$ cat config.mk
export PLATFORM = sky130hd
export DESIGN_NAME = lrut_ram
export DESIGN_NICKNAME = d
export VERILOG_FILES = /design/src/rtl/lru_table_with_victim_placement_macros.svh /design/src/rtl/lrut_ram.sv
export SDC_FILE = /design/constraint.sdc
export NUM_CORES = 1
export LEC_CHECK = 0
export BUFFER_PORTS_ARGS = -buffer_cell sky130_fd_sc_hd__buf_4
export CAP_MARGIN = 20
export CORE_MARGIN = 2
export CORE_UTILIZATION = 40
export DETAILED_ROUTE_END_ITERATION = 10
export GPL_TIMING_DRIVEN = 0
export PLACE_DENSITY = 0.62
export SKIP_LAST_GASP = 1
export SLEW_MARGIN = 10
export SYNTH_ARGS = -nofsm -noshare
export SYNTH_HDL_FRONTEND = slang
export SYNTH_SLANG_ARGS = --single-unit
$ cat constraint.sdc
create_clock -name clk -period 2.98 [get_ports clk]
set_input_delay 0 -clock clk [delete_from_list [all_inputs] [get_ports clk]]
set_output_delay 0 -clock clk [all_outputs]
set_load 0.03 [all_outputs]
$ cat src/rtl/lru_table_with_victim_placement_macros.svh
// Assertion macros for the LRU table with victim placement.
`ifndef LRU_TABLE_WITH_VICTIM_PLACEMENT_MACROS_SVH
`define LRU_TABLE_WITH_VICTIM_PLACEMENT_MACROS_SVH

`ifndef SYNTHESIS
// Same-cycle implication, checked on every rising edge outside reset.
`define LRUT_ASSERT_NOW(label, ante, cons) \
  label: assert property (@(posedge clk) disable iff (rst) (ante) |-> (cons)) \
    else $error("lrut check failed");
// Next-cycle implication, checked on every rising edge outside reset.
`define LRUT_ASSERT_NEXT(label, ante, cons) \
  label: assert property (@(posedge clk) disable iff (rst) (ante) |=> (cons)) \
    else $error("lrut check failed");
`else
`define LRUT_ASSERT_NOW(label, ante, cons)
`define LRUT_ASSERT_NEXT(label, ante, cons)
`endif

`endif

$ cat src/rtl/lrut_ram.sv
// Generic single-write, single-read RAM with registered read data.
module lrut_ram #(
  parameter int WIDTH = 8,
  parameter int DEPTH = 16
) (
  input  logic                     clk,
  input  logic                     we,
  input  logic [$clog2(DEPTH)-1:0] waddr,
  input  logic [WIDTH-1:0]         wdata,
  input  logic                     re,
  input  logic [$clog2(DEPTH)-1:0] raddr,
  output logic [WIDTH-1:0]         rdata
);

  logic [WIDTH-1:0] mem [DEPTH];

  // Write port
  always_ff @(posedge clk) begin
    if (we) begin
      mem[waddr] <= wdata;
    end
  end

  // Registered read port
  always_ff @(posedge clk) begin
    if (re) begin
      rdata <= mem[raddr];
    end
  end

endmodule
==> qor.txt, run 1 <==
FLOORPLAN
------------------------------------------------------------------------------------
Count of standard-cell rows                                                       41
I/O pin count                                                                     27
Die boundary height                                                           118 um
Placeable core region                                                      12700 um2
Starting density of the core                                                   41.3%
Die Wd                                                                        118 um
Area of the die                                                            14000 um2

PLACE
------------------------------------------------------------------------------------
Port buffer count                                                                 25
Placed Area                                                                 5660 um2
DP Wirelength                                                                6310 um
Weighted congestion at the end of routability-driven global placement          0.736

CTS
------------------------------------------------------------------------------------
Number of levels in the clock H-tree                                               4
Deepest clock path buffer count                                                    2
Register clock-pin slew on the reported worst setup and hold paths             60 ps
Worst skew pair latency                                                       410 ps
Clock net sink count                                                             136
Cell chosen for the clock root                                             clkbuf_16
TritonCTS Buffers                                                                 17
Post-CTS repair timing setup buffer count                                          0
Quantity of gates resized following cts                                            0
CTS tree                                                                       built

FINAL LAYOUT
------------------------------------------------------------------------------------
Ratio of cells with drive above 1 in the final layout                          29.7%
Most common library cell in the layout ignoring fill and taps               edfxtp_1
Post-layout nets                                                                 303
Growth of design area from synthesis to finish                                 22.0%
Antenna Diode Count                                                                0
Commonest cells after routing, fill and taps aside                      edfxtp_1 (136), buf_4 (28), mux4_2 (18)
Summed area of non-filler cells in the final layout                         6380 um2

ROUTE
------------------------------------------------------------------------------------
Antenna viol nets, final                                                           0
Final routed wire length divided by cell count                               21.2 um
Starting DRT DRC Count                                                           128
Via density per instance                                                        5.17
Total wire length                                                            9920 um
Initial DRT Pass Iterations                                                        4
Number of design rule violations left after detail routing                         0
Vias                                                                            2421

STA
------------------------------------------------------------------------------------
Total count of max-transition violations in the final report                       0
Upper clock frequency limit                                                  646 MHz
Worst slew margin relative to its limit                                        45.1%
Slew of the pin with the lowest slew margin                                   820 ps
Final Hold Fails                                                                   0
Setup TNS after final layout                                                    0 ps
Minimum clock period                                                         1550 ps
Final setup skew                                                             7.39 ps
Setup repair after global routing missed its margin                            false
Final worst path period share                                                  51.9%
Final setup vio count                                                              0

SYNTH
------------------------------------------------------------------------------------
Area fraction of the dominant cell type after synthesis                        78.1%
Top cells by area in the synthesized netlist                            edfxtp_1 (78%), mux4_2 (7.8%), mux4_1 (7.0%)
Seq cells post-synth                                                             136
Syn. warnings                                                                      0
Count of unique library cells instantiated by Yosys                               18
Proportion of synthesized chip area in sequential cells                        78.1%
Synthesized area                                                            5230 um2
Fraction of registers with async set or reset after synthesis                     0%
Top_reg_cell synth                                                          edfxtp_1
Cells after Synth                                                                229
Number of nets in the synthesized netlist                                        248
Library cell with the largest summed area after synthesis                   edfxtp_1
Mapped Avg Cell Area                                                        22.8 um2
Post-synth EDFFs                                                                 136

POWER
------------------------------------------------------------------------------------
Total power per unit cell area                                            724 nW/um2
Leak                                                                      0.00212 uW
Reported net switching power                                                  890 uW
Combinational group share of total power                                        5.2%
Internal power                                                               3730 uW
VDD IR max                                                                  0.306 mV
Share of total power in sequential cells                                       46.9%
Relative contribution of the clock network to total power                      47.9%
Switching share of power                                                       19.3%

GRT
------------------------------------------------------------------------------------
Overall track demand over capacity in global routing                           15.1%
Grt met3 use                                                                   4.15%
Met1 global-route usage                                                        19.8%
Global-route track usage on met2                                               23.5%
Overflow left after global routing                                                 0
Pin count of the biggest net entering global routing                              17
Global-route wire length before repair                                      14700 um
Global routing's busiest layer                                                  met2
Number of global-route vias before repair                                       2460
Initial antenna violation count                                                    0

RUN
------------------------------------------------------------------------------------
# Max-Cap Violations                                                               0

SETUP PATH
------------------------------------------------------------------------------------
Total buffers and inverters traversed by the critical path                         0
Nature of the critical path endpoint                                       flip-flop
Reg-to-reg slack, setup                                                      1430 ps
Type of the worst setup path                                            flip-flop to flip-flop
Data arrival time of the critical path                                       1690 ps
Cell-by-cell trace of the critical path                                 mux4_1 > a22oi_1 > nand2_1
Required @ worst endpoint                                                    3120 ps
Crit path max fanout                                                               1
Max stage delay on crit path                                                  560 ps
Critical path startpoint category                                          flip-flop
Critical path's top delay family                                        multiplexers
Cell type of the slowest stage on the worst timing path                       mux4_1

OUTCOME
------------------------------------------------------------------------------------
Run status                                                              finished clean

HOLD PATH
------------------------------------------------------------------------------------
Hold/Removal Path Class                                                 input port to flip-flop

-- registers in the layout, indices dropped and copies added, names as in the netlist --
register	flops
rdata	8
mem	128
-- power groups by stage --
stage	clock network [uW]	logic (uW)	registers (uW)
final	2210	241	2160
after global routing	2330	258	2170
after CTS	2240	246	2170
after detailed placement	0	236	2200
after global placement	0	231	2200
after floorplan	0	109	2220
-- Yosys cell counts, types with 2 or more instances --
cell,count
a22oi_1,16
buf_2,3
buf_6,3
clkdlybuf4s25_2,3
edfxtp_1,136
mux4_1,14
mux4_2,18
nand2_1,9
nand2b_1,2
nand3b_1,2
nor2_1,13
nor3_1,4
-- final timing paths --
path,startpoint,to,cells after the start
setup / recovery,mem[5][0]$_DFFE_PP_,rdata[0]$_DFFE_PP_,3
hold / removal,waddr[0],mem[8][5]$_DFFE_PP_,2
setup reg to reg,mem[5][0]$_DFFE_PP_,rdata[0]$_DFFE_PP_,3
hold reg to reg,mem[11][4]$_DFFE_PP_,rdata[4]$_DFFE_PP_,3
-- per-stage QoR --
| step | hold WS, ps | setup slack (ps) | cells | util [%] | total power (uW) |
|---|---|---|---|---|---|
| final | 37.4 | 1430 | 468 | 50.3 | 4620 |
| after global routing | 31.7 | 1370 | 468 | 50.3 | 4760 |
| after CTS | 32.7 | 1400 | 468 | 50.3 | 4650 |
| after detailed placement | 284 | 1280 | 428 | 44.6 | 2440 |
| after global placement | 277 | 888 | 426 | 44.4 | 2430 |
| after floorplan | 98.9 | 1490 | 229 | - | 2330 |
-- repair_timing --
item | in CTS | in global routing
setup endpoints to repair | 0 | 0
endpoints found under the hold margin | 136 | 0
hold buffers | 9 | 0
-- cell type report --
cell class / instances / area (um2)
clock buffers: 17 / 425
repair buffers: 36 / 293
fillers: 1008 / 6290
multi-input cells: 83 / 1070
clock inverters: 14 / 206
plain buffers: 10 / 86.3
flip-flops and latches: 136 / 4080
well taps: 172 / 215
-- kinds of logic (layout without fill, tap and decap cells) --
logic type	count (synthesis)	count (layout)	synth area share, %
AOI/OAI and AO/OA	16	16	2.30
buffers and inverters	10	77	1.65
muxes	32	32	14.8
DFF	136	136	78.1
and+or+nand+nor	35	35	3.14
-- metal layers --
metal	part of all wire [%]	vias up
met5	0	-
met4	1.5	0
met3	5.5	8
met2	49	76
met1	44	1250
li1	-	1087
(Power assumes the default switching activity.)
==> run 2: changes to the inputs <==
PLACE_DENSITY = 0.64   (was 0.62)
clock period = 1.3 ns   (was 2.98 ns; I/O delays follow)
==> run 2 against run 1 <==
The flow now finishes with violations (negative setup slack). Setup slack lost 1600 ps. Wire length grew 4.9%. Cell count grew 0.21%. Critical path type unchanged. Largest power group unchanged.
==> qor.txt, run 2 (synthesized netlist as in run 1, its figures left out) <==
CTS
------------------------------------------------------------------------------------
Deepest clock path buffer count                                                    2
Cell chosen for the clock root                                             clkbuf_16
Number of levels in the clock H-tree                                               4
Worst skew pair latency                                                       420 ps
Register clock-pin slew on the reported worst setup and hold paths             60 ps
Clock net sink count                                                             136
TritonCTS Buffers                                                                 17
CTS tree                                                                       built

FINAL LAYOUT
------------------------------------------------------------------------------------
Ratio of cells with drive above 1 in the final layout                          36.7%
Regs by FF count                                                        mem: 128 flops, rdata: 8 flops
Area occupied by multi-input gates                                          1090 um2
Antenna Diode Count                                                                0
Core utilization of the finished layout                                        50.7%
Register name with the most flops                                                mem
Growth of design area from synthesis to finish                                 23.0%
Number of filler instances in the final layout                                   993
Flip-flop and latch area                                                    4080 um2
Largest register FFs                                                             128
Most common library cell in the layout ignoring fill and taps               edfxtp_1
Fin cells                                                                        469
Post-layout nets                                                                 303
Commonest cells after routing, fill and taps aside                      edfxtp_1 (136), buf_4 (28), mux4_2 (26)

GRT
------------------------------------------------------------------------------------
Global-route wire length before repair                                      15600 um
Pin count of the biggest net entering global routing                              17
Initial antenna violation count                                                    0
Number of global-route vias before repair                                       2515
Overflow left after global routing                                                 0
Overall track demand over capacity in global routing                           16.0%

FLOORPLAN
------------------------------------------------------------------------------------
Count of standard-cell rows                                                       41
Placeable core region                                                      12700 um2
Starting density of the core                                                   41.3%
Area of the die                                                            14000 um2
I/O pin count                                                                     27
Die Wd                                                                        118 um
Die boundary height                                                           118 um

STA
------------------------------------------------------------------------------------
Worst setup slack after layout                                               -155 ps
Upper clock frequency limit                                                  687 MHz
Final setup vio count                                                              8
Final setup skew                                                             9.11 ps
Minimum clock period                                                         1460 ps
Slew of the pin with the lowest slew margin                                   827 ps
Worst slew margin relative to its limit                                        44.7%
Setup repair after global routing missed its margin                             true
Final worst path period share                                                   112%
Final Hold Fails                                                                   0
Total count of max-transition violations in the final report                       0

RUN
------------------------------------------------------------------------------------
# Max-Cap Violations                                                               0

SETUP PATH
------------------------------------------------------------------------------------
Reg-to-reg slack, setup                                                      -160 ps
Logic depth of the worst register-to-register path                                 3
Required @ worst endpoint                                                    1460 ps
Crit path max fanout                                                               1
Nature of the critical path endpoint                                       flip-flop
Type of the worst setup path                                            flip-flop to flip-flop
Max stage delay on crit path                                                  510 ps
Total buffers and inverters traversed by the critical path                         0
Cell-by-cell trace of the critical path                                 mux4_2 > a22oi_2 > nand2_1
Critical path's top delay family                                        multiplexers
Data arrival time of the critical path                                       1610 ps
Worst reg2reg startpoint                                                mem[6][0]$_DFFE_PP_
Cell type of the slowest stage on the worst timing path                       mux4_2
Critical path startpoint category                                          flip-flop
FF-to-FF End                                                            rdata[0]$_DFFE_PP_

HOLD PATH
------------------------------------------------------------------------------------
Endpoint of the worst hold-timing path                                  mem[12][2]$_DFFE_PP_
Hold/Removal Path Class                                                 input port to flip-flop
Startpoint of the tightest hold check path                                  waddr[0]
Hold Path Depth                                                                    2

PLACE
------------------------------------------------------------------------------------
Weighted congestion at the end of routability-driven global placement          0.728
DP Wirelength                                                                6320 um
Placed cell count                                                                428
Port buffer count                                                                 25

ROUTE
------------------------------------------------------------------------------------
Antenna viol nets, final                                                           0
Final routed wire length divided by cell count                               22.2 um
Number of design rule violations left after detail routing                         0
Starting DRT DRC Count                                                           150
Via density per instance                                                        5.19
Initial DRT Pass Iterations                                                        4
Vias                                                                            2434
Total wire length                                                           10400 um

POWER
------------------------------------------------------------------------------------
Total power per unit cell area                                           1690 nW/um2
Leak                                                                      0.00211 uW
VDD IR max                                                                  0.760 mV

OUTCOME
------------------------------------------------------------------------------------
Run status                                                              finished, violations left
Failing checks                                                          negative setup slack

-- run 2: cell count changes in the layout (fill, tap and decap cells not counted) --
cell / before / now
nor2_2: 0 / 1
clkinv_2: 3 / 5
nor2_1: 13 / 12
mux4_2: 18 / 26
a22oi_2: 0 / 11
clkinvlp_4: 5 / 3
bufinv_16: 5 / 6
a22oi_1: 16 / 5
mux4_1: 14 / 6
-- run 2: worst max path at each step --
stage | cells after the start | end | slack, ps | startpoint
after global placement | 3 | mem[4][0]$_DFFE_PP_ | -520 | waddr[3]
final | 3 | rdata[0]$_DFFE_PP_ | -160 | mem[6][0]$_DFFE_PP_
after floorplan | 3 | rdata[0]$_DFFE_PP_ | 2 | mem[1][0]$_DFFE_PP_
after detailed placement | 3 | mem[2][1]$_DFFE_PP_ | -400 | waddr[2]
after global routing | 3 | rdata[0]$_DFFE_PP_ | -200 | mem[7][0]$_DFFE_PP_
after CTS | 3 | rdata[0]$_DFFE_PP_ | -180 | mem[0][0]$_DFFE_PP_
-- run 2: area by class of cell --
class / instances / area share, %
multi-input cells: 83 / 17.0
clock inverters: 15 / 3.60
clock buffers: 17 / 6.62
plain buffers: 10 / 1.34
repair buffers: 36 / 4.55
flip-flops and latches: 136 / 63.5
well taps: 172 / 3.35
-- run 2: where the power goes --
group	switching, uW	internal (uW)	leakage [uW]
Clock	1730	3560	0.000316
Sequential	23.7	4940	0.00124
Combinational	337	251	0.000560
-- run 2: stage by stage --
step           total power [uW]  hold slack (ps)  setup TNS (ps)  setup WS, ps  instance area [um2]
6_report                  10800             12.6            -913          -155                 6430
5_1_grt                   11200             16.6           -1280          -198                 6430
4_1_cts                   10900             2.67           -1190          -177                 6400
3_5_place_dp               5590              282          -19940          -395                 5660
3_3_place_gp               5570              278          -27920          -521                 5640
2_1_floorplan              5340             98.9               0          2.44                 5230
-- run 2: what timing repair did --
action                                 4_1_cts  5_1_grt
pin swaps                                    4        6
setup endpoints to repair                    8       16
gates cloned                                 0        0
endpoints found under the hold margin      136        0
hold buffers                                 9        0
resized for setup                            8       12
buffers inserted                             0        0
-- run 2: metal layers --
layer  track usage, %  part of all wire (%)  vias to the layer above
met5                0                     0                        -
met4             6.78                   1.6                        0
met3             4.49                   6.2                       12
met2             24.7                    50                       84
met1             21.4                    42                     1254
li1                 -                     -                     1084
